[config.mk]
export PLATFORM = sky130hd
export DESIGN_NAME = sbvc_bitmem
export DESIGN_NICKNAME = d
export VERILOG_FILES = /design/src/design/sbvc_bitmem.sv
export SDC_FILE = /design/constraint.sdc
export NUM_CORES = 2
export LEC_CHECK = 0
export BUFFER_PORTS_ARGS = -buffer_cell sky130_fd_sc_hd__clkbuf_2
export CELL_PAD_IN_SITES_DETAIL_PLACEMENT = 0
export CELL_PAD_IN_SITES_GLOBAL_PLACEMENT = 1
export CORE_AREA = 2 2 547 549
export CTS_CLUSTER_SIZE = 30
export DETAILED_ROUTE_END_ITERATION = 7
export DIE_AREA = 0 0 549 551
export PLACE_DENSITY_LB_ADDON = 0.1
export RECOVER_POWER = 50
export SLEW_MARGIN = 20
export SYNTH_ARGS = -nofsm -noshare
export SYNTH_HDL_FRONTEND = slang
export SYNTH_SLANG_ARGS = --single-unit
[constraint.sdc]
create_clock -name i_clk -period 6.9 [get_ports i_clk]
set_input_delay 0.69 -clock i_clk [delete_from_list [all_inputs] [get_ports i_clk]]
set_output_delay 0.69 -clock i_clk [all_outputs]
set_load 0.005 [all_outputs]
[src/design/sbvc_bitmem.sv]
`default_nettype none

module sbvc_bitmem #(
    parameter int DEPTH = 64,
    parameter int WIDTH = 64,
    parameter int AW    = 6
) (
    input  wire logic             i_clk,
    input  wire logic             i_rst_n,
    input  wire logic             i_rd_en,
    input  wire logic [AW-1:0]    i_rd_addr,
    input  wire logic             i_wr_en,
    input  wire logic [AW-1:0]    i_wr_addr,
    input  wire logic [WIDTH-1:0] i_wr_data,
    input  wire logic             i_clr,
    output logic [WIDTH-1:0]      o_rd_data
);

    logic [WIDTH-1:0] mem [DEPTH];
    logic [DEPTH-1:0] r_valid;
    logic [WIDTH-1:0] r_q;
    logic             r_q_vld;
    logic             r_fwd;
    logic [WIDTH-1:0] r_fwd_data;

    always_ff @(posedge i_clk) begin
        if (i_wr_en) begin
            mem[i_wr_addr] <= i_wr_data;
        end
        if (i_rd_en) begin
            r_q        <= mem[i_rd_addr];
            r_fwd_data <= i_clr ? '0 : i_wr_data;
        end
    end

    // A clear wipes every word at once through the valid bits. A read that
    // meets a write or clear at the same edge takes the new contents instead.
    always_ff @(posedge i_clk) begin
        if (!i_rst_n) begin
            r_valid <= '0;
            r_q_vld <= 1'b0;
            r_fwd   <= 1'b0;
        end else begin
            if (i_clr) begin
                r_valid <= '0;
            end else if (i_wr_en) begin
                r_valid[i_wr_addr] <= 1'b1;
            end
            if (i_rd_en) begin
                r_q_vld <= r_valid[i_rd_addr];
                r_fwd   <= i_clr || (i_wr_en && (i_wr_addr == i_rd_addr));
            end
        end
    end

    assign o_rd_data = r_fwd ? r_fwd_data : (r_q_vld ? r_q : '0);

endmodule

`default_nettype wire

## Yosys cells after proc, flatten, opt, wreduce, memory -nomap -nowiden

Memories as Yosys holds them, arrays and structs flattened. A register that Yosys moved wholly into a read port is not among the register bits.
Cells that the tools add are included.
Widths: inputs -> output; s select.

| storage, ports and cells | value |
|---|---|
| register bits after elaboration | 130 |
| RAM bits | 4,096 |
| input bits | 81 |
| output and inout port bits | 64 |
| memories kept | 1 |

Memory list:

| name | words | width | read ports | clocked after memory_dff | write ports | RTL line | text |
|---|---|---|---|---|---|---|---|
| mem | 64 | 64 | 1 | 1 | 1 | 19 | `logic [WIDTH-1:0] mem [DEPTH];` |

| operators by class | value |
|---|---|
| $lt $le $gt $ge | 3 |
| equality and inequality tests | 1 |
| mux-type cells | 8 |
| bitwise operators | 2 |
| reductions and logical operators | 4 |

Operators with widths:

| kind | count |
|---|---|
| $mux 64 | 2 |
| $or 64x64->64 | 1 |
| $lt 6x7->1 const B | 2 |
| $bmux 1 s6 | 1 |
| $demux 1 s6 | 1 |
| $eq 6x6->1 | 1 |
| $ge 6x1->1 const B | 1 |
| $mux 1 | 4 |
| $logic_and 1x1->1 | 2 |
| $reduce_or 2->1 | 1 |
| $logic_or 1x1->1 | 1 |
| $not 1->1 | 1 |

## Longest topological paths before layout

| depth | value |
|---|---|
| depth in word-level cells | 5 |
| gate-level depth with buffers | 9 |
| mapped depth without buffers | 5 |

## Least setup slack after synthesis

Ideal clock, no wire load.

| timing path | value |
|---|---|
| kind | input-to-reg |
| from | input i_wr_addr[4] |
| to | memory mem[48][0], enable pin |
| arrival time | 5.630 ns |
| path slack | 0.703 ns |
| stages on the path | 4 |
| path buffers | 1 |
| cells stage by stage | clkbuf_1 and3b_1 nand2_1 nor3_1 |

RTL lines:

| what | RTL line | text |
|---|---|---|
| start, declared | 13 | `input wire logic [AW-1:0] i_wr_addr,` |
| end, declared | 19 |  |

Straight into the memory's write port.

## Final worst setup path

| timing path | value |
|---|---|
| from | input i_rd_en |
| to | register r_q[23], read port of mem, enable pin |

RTL lines:

| what | RTL line | text |
|---|---|---|
| start, declared | 10 | `input wire logic i_rd_en,` |
| end, declared | 21 | `logic [WIDTH-1:0] r_q;` |

No word-level cell between the ends.

==> reports/results.txt <==
status -> finished with violations
violated checks -> capacitance limit, slew limit
met2 GRT Util -> 49.9%
Final HPWL DP -> 197 mm
Hold Vio Cnt, Final -> 0
Int Pwr -> 43,500 uW
layout cells sized above 1 -> 32.4%
Lkg Pwr -> 0.0566 uW
vias in the first global route -> 76,043
yosys warns -> 0
Final #Nets -> 6,820
DRC violations left -> 0
maximum clock path buffer count -> 4
Max-cap violations -> 70
cts repair resizes -> 0
CP endpoint kind -> flip-flop
H-tree depth -> 5
first-pass GRT wire length -> 616 mm
worst hold slack -> 178 ps
Synth area leaders -> edfxtp_1 (78%), mux4_2 (19%), dfxtp_1 (0.81%)
Main synth FF type -> edfxtp_1
initial antenna violation count -> 18
flops & latches, synth -> 4,290
cell count along the critical path -> 2
Sink Count -> 4,290
GPL Wtd Cong -> 0.734
Setup Fix Bufs, Post-CTS -> 0
class of the worst hold path -> input port to flip-flop
Starting Density -> 54.8%
# hold bufs at CTS -> 0
Most Crowded Layer GR -> met2
DP Cell Count -> 10,243
clock share of power -> 42.7%
fin area -> 0.183 mm2
Seq/Total Area, Yosys -> 78.9%
Routed Antenna Nets -> 0
Flop pwr share -> 52.9%
worst endpoint data arrival time -> 5780 ps
Hold Path Origin -> i_wr_en
TritonCTS Buffers -> 431
Max VDD drop -> 0.241 mV
Reg-to-Reg Start -> mem[20][57]
mux share of post-synthesis cell area -> 18.9%
met1 Usage GRT -> 42.1%
height of the die -> 551 um
main combinational cell family by area after synthesis -> multiplexers
largest net degree at the start of global routing -> 99
Worst Path Required -> 7420 ps
Final Non-Filler Cells -> 11,051
R2R Setup Slk -> 4700 ps
fraction of the mapped netlist area in simple logic gates -> 0.572%
Syn Area/Cell -> 25.7 um2
Compound-Gate Fraction of Synth Area -> 0.710%
nature of the critical path startpoint -> input port
GR Layer Usage met3 -> 4.17%
RR Endpoint -> r_q[57]
Net Sw Power -> 11,400 uW
setup TNS -> 0 ps
FF-to-FF path depth -> 3
Post-synth EDFFs -> 4,224
die area -> 0.302 mm2
Switching Share -> 20.7%
Critical-path top delay cell -> clkbuf_1
via count -> 75,729
drt first pass iters -> 5
PD cells -> 299 mW/mm2
total power -> 54,800 uW
RSZ-0062 raised after global routing -> false
Synth Area in XOR/XNOR -> 0.0324%
CTS tree -> yes
fin. max-slew vios -> 4,354
Comb power frac -> 4.3%
max incr delay on CP -> 3340 ps
number of placement rows -> 200
fmax -> 190 MHz
Hold Crit Depth -> 5
area share of the largest cell type after synthesis -> 78.1%
IO Pins -> 145
Total Wirelength -> 449 mm
Buf/Inv on CP -> 2
area grow syn2layout -> 13.0%
FFs w/ async S/R, synth -> 0%
crit path cell chain -> clkbuf_1 -> clkbuf_2
family with the most delay on the worst path -> buffers and inverters
Syn Nets -> 6,408
Core ar. -> 0.296 mm2
Rel. slew slack -> -225%
post-synth cell types -> 38
Worst-Skew Late Latency -> 970 ps
DRT iter0 DRCs -> 10,891
cell taking the most area after synthesis -> edfxtp_1
CP Max Fanout -> 39
fin crit period -> 5260 ps
Mapped Cells -> 6,327
Hold EP -> r_fwd
Clk pin slew, worst setup/hold paths -> 60 ps
die width -> 549 um
Clock Skews -> 42.6 ps
clk root buf -> clkbuf_16
DR WL/cell -> 40.6 um
post-DR vias/cell -> 6.85
Worst Tran Pin Value -> 4880 ps
part of the cycle the worst path needs -> 76.2%
port buffer count -> 144
kind of critical path -> input port to flip-flop
final setup violation count -> 0
Cell Area, Synth -> 0.162 mm2
post-synthesis adder-cell area fraction -> 0%
Placed Area -> 0.169 mm2
Global Route Usage Sum -> 30.0%
grt ovf -> 0
[layer usage]
layer | vias up | share of wire [%] | wire, um
li1 | 28637 | - | -
met1 | 42446 | 39 | 173000
met2 | 3845 | 50 | 225000
met3 | 795 | 8.1 | 36300
met4 | 6 | 3.2 | 14300
met5 | - | 0.011 | 50
[per-stage QoR]
step / setup WS, ps / utilization (%)
3_5_place_dp: 2860 / 57.2
3_3_place_gp: 2910 / 57.2
5_1_grt: 1680 / 61.9
2_1_floorplan: 703 / -
6_report: 1640 / 61.9
4_1_cts: 2640 / 62.0
[synth_stat cells (3+ instances only)]
cell type and n:
a21oi_1 5, a22o_1 66, and3b_1 4, buf_1 54, buf_2 73, buf_4 16, clkbuf_1 198, dfxtp_1 66
edfxtp_1 4224, mux2i_1 6, mux4_2 1356, nand2_1 13, nand2b_1 5, nand3_1 6, nor2_1 65, nor2b_1 71
nor3_1 4, o21a_1 64, xnor2_1 3, xor2_1 3
[cell families (layout without fill, tap and decap cells)]
family | Yosys count | in the layout
muxes | 1364 | 1364
AOI/OAI and AO/OA | 144 | 144
xor gates and xnor gates | 6 | 6
and+or+nand+nor | 179 | 179
DFF | 4290 | 4290
other | 0 | 9
buffers and inverters | 344 | 1120
[how the worst max path moves through the flow]
stage	from	end	slack, ps
after floorplan	i_wr_addr[4]	mem[48][0]	700
after global placement	i_rd_addr[0]	r_q[43]	2910
after detailed placement	i_rd_addr[0]	r_q[44]	2860
after CTS	r_fwd	o_rd_data[52]	2640
after global routing	i_clr	r_valid[36]	1680
final	i_rd_en	r_q[23]	1640
[cell usage in the layout (no fill, tap or decap), drive strengths merged, types with 2 or more instances in the layout]
cell type / n
edfxtp: 4224
mux4: 1356
clkbuf: 655
clkinv: 209
buf: 176
nor2b: 71
a22o: 66
dfxtp: 66
nor2: 65
o21a: 64
bufinv: 50
inv: 18
nand2: 13
clkinvlp: 12
diode: 9
nand3: 6
mux2i: 6
nand2b: 5
a21oi: 5
and3b: 4
nor3: 4
xor2: 3
xnor2: 3
or3b: 2
mux2: 2
o311ai: 2
or2: 2
and3: 2
o31ai: 2
[state kept, by name, indices dropped and copies added (netlist names)]
signal / count
mem: 4096
r_fwd_data: 64
r_q: 64
r_valid: 64
r_fwd: 1
r_q_vld: 1
[power groups by stage]
stage               Sequential, uW  Clock (uW)  Combinational (uW)
floorplan                    29500           0                1430
global placement             29500           0                2360
detailed placement           29500           0                2410
CTS                          29000       23700                2410
global route                 29000       24700                2510
finish                       29000       23400                2380
[layout make-up]
cell class | instances | area [um2]
antenna | 9 | 22.5
clock buffer | 508 | 11300
clock inverter | 289 | 2860
fill | 19938 | 113000
multi-input combinational | 1693 | 33200
sequential | 4290 | 128000
tap | 3939 | 4930
timing repair buffer | 323 | 3040
No activity file was read; power rests on OpenSTA's default activity.
