### src/design/sbvc_pkg.sv
`default_nettype none

package sbvc_pkg;

    // Field widths.
    localparam int COORD_W    = 32;
    localparam int RADIUS_W   = 31;
    localparam int ID_W       = 12;
    localparam int OP_W       = 2;
    localparam int VERDICT_W  = 2;
    localparam int COUNT_W    = 13;
    localparam int CFG_IDX_W  = 3;
    localparam int CFG_DATA_W = 32;

    // Arithmetic widths: squared axis distance, sum of three squares, radius squared.
    localparam int SQ_W  = 2 * COORD_W;
    localparam int SUM_W = SQ_W + 2;
    localparam int R2_W  = 2 * RADIUS_W;

    // Defaults for the top-level parameters.
    localparam int MAX_OBJECTS_DEF = 4096;
    localparam int WORD_BITS_DEF   = 64;
    localparam int ID_SPACE        = 1 << ID_W;

    // Input beat layout.
    localparam int IN_ID_LSB     = 0;
    localparam int IN_MODEL_BIT  = IN_ID_LSB + ID_W;
    localparam int IN_SHADOW_BIT = IN_MODEL_BIT + 1;
    localparam int IN_LOD_BIT    = IN_SHADOW_BIT + 1;
    localparam int IN_BOX_LSB    = IN_LOD_BIT + 1;
    localparam int IN_USED_W     = IN_BOX_LSB + 6 * COORD_W;
    localparam int IN_TDATA_W    = ((IN_USED_W + 7) / 8) * 8;

    // Output beat layout.
    localparam int OUT_VERDICT_LSB = 0;
    localparam int OUT_QUERY_BIT   = OUT_VERDICT_LSB + VERDICT_W;
    localparam int OUT_VIS_LSB     = OUT_QUERY_BIT + 1;
    localparam int OUT_CUL_LSB     = OUT_VIS_LSB + COUNT_W;
    localparam int OUT_USED_W      = OUT_CUL_LSB + COUNT_W;
    localparam int OUT_TDATA_W     = ((OUT_USED_W + 7) / 8) * 8;
    localparam int OUT_PAD_W       = OUT_TDATA_W - OUT_USED_W;

    // Pipeline stage numbering.
    localparam int STG_A = 0;  // input register
    localparam int STG_B = 1;  // clamp
    localparam int STG_C = 2;  // axis distance
    localparam int STG_D = 3;  // square
    localparam int STG_E = 4;  // sum, bitset read issued on leaving
    localparam int STG_F = 5;  // compare result and bitset word
    localparam int STG_O = 6;  // output register
    localparam int N_STG = 7;

    typedef enum logic [OP_W-1:0] {
        OP_BEGIN = 2'd0,
        OP_TEST  = 2'd1,
        OP_QUERY = 2'd2
    } t_op;

    typedef enum logic [VERDICT_W-1:0] {
        V_SKIP     = 2'd0,
        V_VISIBLE  = 2'd1,
        V_CULL_LOD = 2'd2,
        V_CULL_OUT = 2'd3
    } t_verdict;

    typedef enum logic [CFG_IDX_W-1:0] {
        CFG_CENTER_X    = 3'd0,
        CFG_CENTER_Y    = 3'd1,
        CFG_CENTER_Z    = 3'd2,
        CFG_RADIUS      = 3'd3,
        CFG_SHADOW_ONLY = 3'd4
    } t_cfg_reg;

    // Per-item sideband carried alongside the geometry pipeline.
    typedef struct packed {
        logic [OP_W-1:0] op;
        logic [ID_W-1:0] id;
        logic            has_model;
        logic            casts_shadow;
        logic            has_lod;
    } t_side;

    // Load enables of the three registered steps of one axis.
    typedef struct packed {
        logic b;
        logic c;
        logic d;
    } t_axis_ld;

endpackage

`default_nettype wire

### src/design/sbvc_axis.sv
`default_nettype none

module sbvc_axis (
    input  wire logic                                 i_clk,
    input  wire sbvc_pkg::t_axis_ld                   i_ld,
    input  wire logic signed [sbvc_pkg::COORD_W-1:0]  i_center,
    input  wire logic signed [sbvc_pkg::COORD_W-1:0]  i_lo,
    input  wire logic signed [sbvc_pkg::COORD_W-1:0]  i_hi,
    output logic [sbvc_pkg::SQ_W-1:0]                 o_sq
);
    import sbvc_pkg::*;

    logic signed [COORD_W-1:0] lo_clip;
    logic signed [COORD_W-1:0] n_p;
    logic signed [COORD_W-1:0] r_p;
    logic        [COORD_W:0]   diff;
    logic        [COORD_W-1:0] n_d;
    logic        [COORD_W-1:0] r_d;
    logic        [SQ_W-1:0]    n_sq;
    logic        [SQ_W-1:0]    r_sq;

    // Clamp as max then min, so an inverted box lands on its maximum.
    always_comb begin
        lo_clip = (i_center < i_lo) ? i_lo : i_center;
        n_p     = (lo_clip > i_hi) ? i_hi : lo_clip;
        diff    = {r_p[COORD_W-1], r_p} - {i_center[COORD_W-1], i_center};
        n_d     = diff[COORD_W] ? COORD_W'(-diff) : COORD_W'(diff);
        n_sq    = r_d * r_d;
    end

    always_ff @(posedge i_clk) begin
        if (i_ld.b) begin
            r_p <= n_p;
        end
        if (i_ld.c) begin
            r_d <= n_d;
        end
        if (i_ld.d) begin
            r_sq <= n_sq;
        end
    end

    assign o_sq = r_sq;

endmodule

`default_nettype wire

### config.mk
export PLATFORM = sky130hd
export DESIGN_NAME = sbvc_axis
export DESIGN_NICKNAME = d
export VERILOG_FILES = /design/src/design/sbvc_pkg.sv /design/src/design/sbvc_axis.sv
export SDC_FILE = /design/constraint.sdc
export NUM_CORES = 2
export LEC_CHECK = 0
export ABC_AREA = 1
export ABC_CLOCK_PERIOD_IN_PS = 9460
export BUFFER_PORTS_ARGS = -buffer_cell sky130_fd_sc_hd__buf_2
export CAP_MARGIN = 10
export CORE_UTILIZATION = 25
export DETAILED_ROUTE_END_ITERATION = 10
export GPL_ROUTABILITY_DRIVEN = 0
export GPL_TIMING_DRIVEN = 0
export SLEW_MARGIN = 5
export SYNTH_ARGS = -nofsm -noshare
export SYNTH_HDL_FRONTEND = slang
export SYNTH_SLANG_ARGS = --single-unit
### constraint.sdc
create_clock -name i_clk -period 9.46 [get_ports i_clk]
set_input_delay 1.892 -clock i_clk [delete_from_list [all_inputs] [get_ports i_clk]]
set_output_delay 1.892 -clock i_clk [all_outputs]
set_load 0.01 [all_outputs]
# Word-level counts from Yosys, hierarchy flattened
# Index checks and enable logic that the tools add are counted.
word_totals:
  ff_bits: 128
  input_bits: 100
  out_inout_bits: 64
  elab_cells: 11
classes:
  n_addsub: 2
  n_mul: 1
  magnitude_cmp: 2
  n_mux: 3
ops:
  columns: ["cell", "count"]
  rows:
  - ["32-bit 2-to-1 mux", 3]
  - ["32-bit by 32-bit multiplier with 64-bit output", 1]
  - ["32-bit by 32-bit subtractor with 33-bit output", 1]
  - ["32-bit > comparator", 1]
  - ["32-bit less-than comparator", 1]
  - ["32-bit negation", 1]

# Depth between registers and ports, before layout
logic_depth:
  word_depth: 4
  ltp_mapped: 32
  mapped_depth_nobuf: 31

# Least setup slack after synthesis
# No wires, ideal clock.
synth_timing:
  kind: "register to register"
  from: "register r_d[12]"
  to: "register r_sq[44] (netlist: o_sq[44]), data pin"
  setup_time_ps: 259
  t_arrival_ps: 6885
  t_required_ps: 9201
  path_slack_ps: 2316
  stages_incl_launch_ff: 30
  n_path_buf: 3
  synth_period_minus_slack_ps: 7144
  cell_sequence: "edfxtp_1 clkbuf_1 clkbuf_1 clkbuf_1 nand2_1 fa_1 inv_1 fa_1 fa_1 inv_1 fa_1 inv_1 fa_1 inv_1 fa_1 inv_1 fa_1 fa_1 ha_1 nand2_1 nor2_1 nand2_1 nor3_1 a21oi_1 o21ai_0 nand2_1 nand2_1 nand2_1 nand2_1 xor2_1"
synth_between:
  elab_chain_cells: 1
synth_rtl:
  columns: ["item", "line_no", "rtl"]
  rows:
  - ["start: declaration", "sbvc_axis.sv:18", "logic [COORD_W-1:0] r_d;"]
  - ["start signal: assignment", "sbvc_axis.sv:36", "r_d <= n_d;"]
  - ["32-bit by 32-bit multiplier with 64-bit output", "sbvc_axis.sv:28", "n_sq = r_d * r_d;"]
  - ["net n_sq[44]", "sbvc_axis.sv:19", "logic [SQ_W-1:0] n_sq;"]
  - ["end signal: assignment", "sbvc_axis.sv:39", "r_sq <= n_sq;"]
  - ["end: declaration", "sbvc_axis.sv:20", "logic [SQ_W-1:0] r_sq;"]
# The timed path passes the listed nets, and every way through them passes these cells.
# A chain may end at the register's enable or synchronous reset.

# Worst setup path after layout
layout_timing:
  from: "register r_d[18]"
  to: "register r_sq[34] (netlist: o_sq[34]), data pin"
# The elaborated chain is that of the path after synthesis.

==> PnR_summary.wiki <==
{| class="wikitable"
! Metric !! Value
|-
| Final worst path period need || 9380 ps
|-
| Die Height || 403 um
|-
| Total number of vias || 32769
|-
| Async set or reset register ratio after synthesis || 0
|-
| Initial antenna violation count || 8
|-
| First-iteration detailed-routing DRC count || 2770
|-
| Reg2Reg Depth || 22
|-
| Library cell with the highest instance count after synthesis || sky130_fd_sc_hd__inv_1
|-
| Syn Nets || 6257
|-
| EDFF count, synth || 127
|-
| Vias per cell || 4.52
|-
| Site row count || 146
|-
| Max-slew violations || 0
|-
| Status || complete, no violations
|-
| Largest area contributor in the netlist || sky130_fd_sc_hd__fa_1
|-
| Cell count after placement || 7206
|-
| Die footprint || 162000 um2
|-
| Flip-flop cell with the highest count after synthesis || sky130_fd_sc_hd__edfxtp_1
|-
| Maximum net fanout on the critical path || 10
|-
| TritonCTS clock tree || yes
|-
| RSZ-0062 raised after global routing || yes
|-
| Final Util || 0.279
|-
| Routed WL per cell || 18.0 um
|-
| Flip-flop and latch count after synthesis || 127
|-
| X dimension of the die || 403 um
|-
| Final Instance Count excl. Fillers || 7245
|-
| Pin count of the biggest net entering global routing || 64
|-
| Area of the placeable core || 159000 um2
|-
| Number of antenna-violating nets in the routed design || 0
|-
| Unique masters post-synth || 50
|-
| Fraction of the yosys area taken by sequential cells || 0.0949
|-
| Iteration count of the initial detailed-routing pass || 7
|-
| Hold Path Stages || 3
|-
| Crit Path Category || reg -> reg
|-
| Port Buffer Count || 162
|-
| Number of global-route vias before repair || 33899
|-
| Insertion delay to the later sink of the worst-skew pair || 510 ps
|-
| Maximum clock insertion buffer count || 2
|-
| Global-route wire length before repair || 198 mm
|-
| Element type at the critical path end || flip-flop
|-
| Final-stage net count || 6444
|-
| Layout fillers || 17192
|-
| Residual overflow from global routing || 0
|-
| MaxCap Viol Count || 0
|-
| Worst slew margin || 0.0116
|-
| Most common library cells after synthesis || sky130_fd_sc_hd__inv_1, sky130_fd_sc_hd__nand2_1, sky130_fd_sc_hd__fa_1
|-
| Total clock sinks || 127
|-
| Netlist area before placement || 40200 um2
|-
| Final hold viol count || 0
|-
| Remaining design rule violation count || 0
|-
| Fin Clk Skew || 15.7 ps
|-
| H-Tree Level Count || 4
|-
| Number of ports placed on the die boundary || 164
|-
| Post-Place Setup Slack || -715 ps
|-
| Total Routing Usage GR || 0.162
|-
| Share of post-route cells with drive strength above 1 || 0.0545
|-
| Arrival time worst endpoint || 9570 ps
|-
| Layout overhead on the synthesized area || 10.2%
|-
| Post-route worst setup slack || 81.8 ps
|-
| Area used by multi-input combinational logic || 30200 um2
|-
| Startpoint type of the worst setup path || flip-flop
|-
| Post-Synthesis Cells || 4972
|-
| Per-instance average area after synthesis || 8.09 um2
|-
| Share of the clock period used by the worst path after layout || 0.991
|-
| Final count of negative-setup-slack endpoints || 0
|-
| Root buf cell || sky130_fd_sc_hd__clkbuf_16
|-
| Slew of the pin with the lowest slew margin || 1480 ps
|-
| CTS Buf Count || 17
|-
| Clock-pin transition on the worst setup and hold timing paths || 60 ps
|-
| Fraction of synthesized cell area taken by the top area cell type || 0.395
|-
| Footprint of the flip-flops and latches || 3810 um2
|-
| Maximum clock frequency || 0.107 GHz
|-
| Initial cell density of the core || 0.253
|-
| Aggregate negative setup slack || 0 ps
|-
| Final HPWL DP || 111 mm
|-
| Final wirelength || 130 mm
|-
| Path class of the lowest-slack min-delay path || reg -> reg
|-
| Number of warning messages in the yosys log || 0
|-
| Main area contributors after synthesis || sky130_fd_sc_hd__fa_1, sky130_fd_sc_hd__inv_1, sky130_fd_sc_hd__ha_1
|-
| Required time at the endpoint of the critical path || 9650 ps
|}
[cell type report]
| cell class | count | share of cell area |
|---|---|---|
| well taps | 2072 | 0.0585 |
| plain buffers | 130 | 0.0125 |
| clock buffers | 17 | 0.00960 |
| flip-flops and latches | 127 | 0.0861 |
| inverters | 1511 | 0.128 |
| multi-input cells | 3204 | 0.682 |
| diodes | 1 | 0.0000565 |
| clock inverters | 15 | 0.00395 |
| repair buffers | 168 | 0.0195 |
[cells by family (layout without fill, tap and decap cells)]
kind of cell               Yosys count  in the layout  share of synthesized area
buffers and inverters             1641           1841                      0.154
and+or+nand+nor                   1590           1590                      0.163
adders and majority gates         1185           1185                      0.517
AOI/OAI and AO/OA                  307            307                     0.0445
DFF                                127            127                     0.0949
xor gates and xnor gates           121            121                     0.0267
other                                1              2                  0.0000933
[flip-flops by register name (all words and copies together), names as in the netlist]
| name | cells |
|---|---|
| r_d | 32 |
| r_p | 32 |
| o_sq | 63 |
[cell usage in the layout, fill, tap and decap left out, types with 20 or more instances in the layout]
master                     Yosys  final
sky130_fd_sc_hd__o21bai_1     20     20
sky130_fd_sc_hd__nand2_1    1080   1080
sky130_fd_sc_hd__inv_1      1507   1507
sky130_fd_sc_hd__nor3_1       23     23
sky130_fd_sc_hd__buf_2         6    170
sky130_fd_sc_hd__fa_1        793    793
sky130_fd_sc_hd__clkbuf_1    110     95
sky130_fd_sc_hd__nand3_1     192    192
sky130_fd_sc_hd__a21oi_1     136    136
sky130_fd_sc_hd__o21ai_0      67     66
sky130_fd_sc_hd__nor2_1      186    186
sky130_fd_sc_hd__xnor2_1      35     35
sky130_fd_sc_hd__edfxtp_1    127    127
sky130_fd_sc_hd__nand4_1      23     23
sky130_fd_sc_hd__xor2_1       84     82
sky130_fd_sc_hd__and2_1       35     35
sky130_fd_sc_hd__ha_1        392    392
[layer usage]
| layer | up-vias | global-route usage | part of all wire |
|---|---|---|---|
| met2 | 1505 | 0.258 | 0.45 |
| met3 | 355 | 0.0522 | 0.11 |
| met1 | 15991 | 0.200 | 0.39 |
| li1 | 14906 | - | - |
| met4 | 12 | 0.0714 | 0.052 |
| met5 | - | 0.00208 | 0.00049 |
[stage by stage]
stage / hold slack, ps / cell area [um2]
floorplan: 513 / 40200
global placement: 822 / 43600
detailed placement: 817 / 43600
CTS: 835 / 44200
global route: 881 / 44300
finish: 831 / 44300
[worst paths after layout]
path / startpoint / slack [ps] / end
max: r_d[18]$_DFFE_PP_ / 80 / o_sq[34]$_DFFE_PP_
min: r_p[0]$_DFFE_PP_ / 830 / r_d[0]$_DFFE_PP_
max reg2reg: r_d[18]$_DFFE_PP_ / 80 / o_sq[34]$_DFFE_PP_
min reg2reg: r_p[0]$_DFFE_PP_ / 830 / r_d[0]$_DFFE_PP_
[worst max-delay path, cell delays in order (launching register included)]
cell and delay (ps):
sky130_fd_sc_hd__edfxtp_1 780, sky130_fd_sc_hd__clkbuf_2 630, sky130_fd_sc_hd__clkbuf_2 600, sky130_fd_sc_hd__nand2_1 210
sky130_fd_sc_hd__fa_1 500, sky130_fd_sc_hd__fa_1 540, sky130_fd_sc_hd__inv_1 80, sky130_fd_sc_hd__fa_1 520
sky130_fd_sc_hd__inv_1 60, sky130_fd_sc_hd__fa_1 530, sky130_fd_sc_hd__inv_1 60, sky130_fd_sc_hd__fa_1 480
sky130_fd_sc_hd__fa_1 610, sky130_fd_sc_hd__fa_1 450, sky130_fd_sc_hd__fa_1 450, sky130_fd_sc_hd__ha_1 360
sky130_fd_sc_hd__nand2_1 150, sky130_fd_sc_hd__nor2_1 170, sky130_fd_sc_hd__nand2_1 80, sky130_fd_sc_hd__o21ai_1 460
sky130_fd_sc_hd__a21oi_1 260, sky130_fd_sc_hd__o21ai_1 350, sky130_fd_sc_hd__xor2_1 720
[timing repair]
action	CTS	global route
buffers inserted	0	5
hold buffers	0	0
hold endpoints to repair	0	0
endpoints found under the setup margin	16	14
resized for setup	20	22
Power is left out: the tool's default activity adds up to more than one toggle a clock period on the data nets, which glitch-free logic cannot reach.
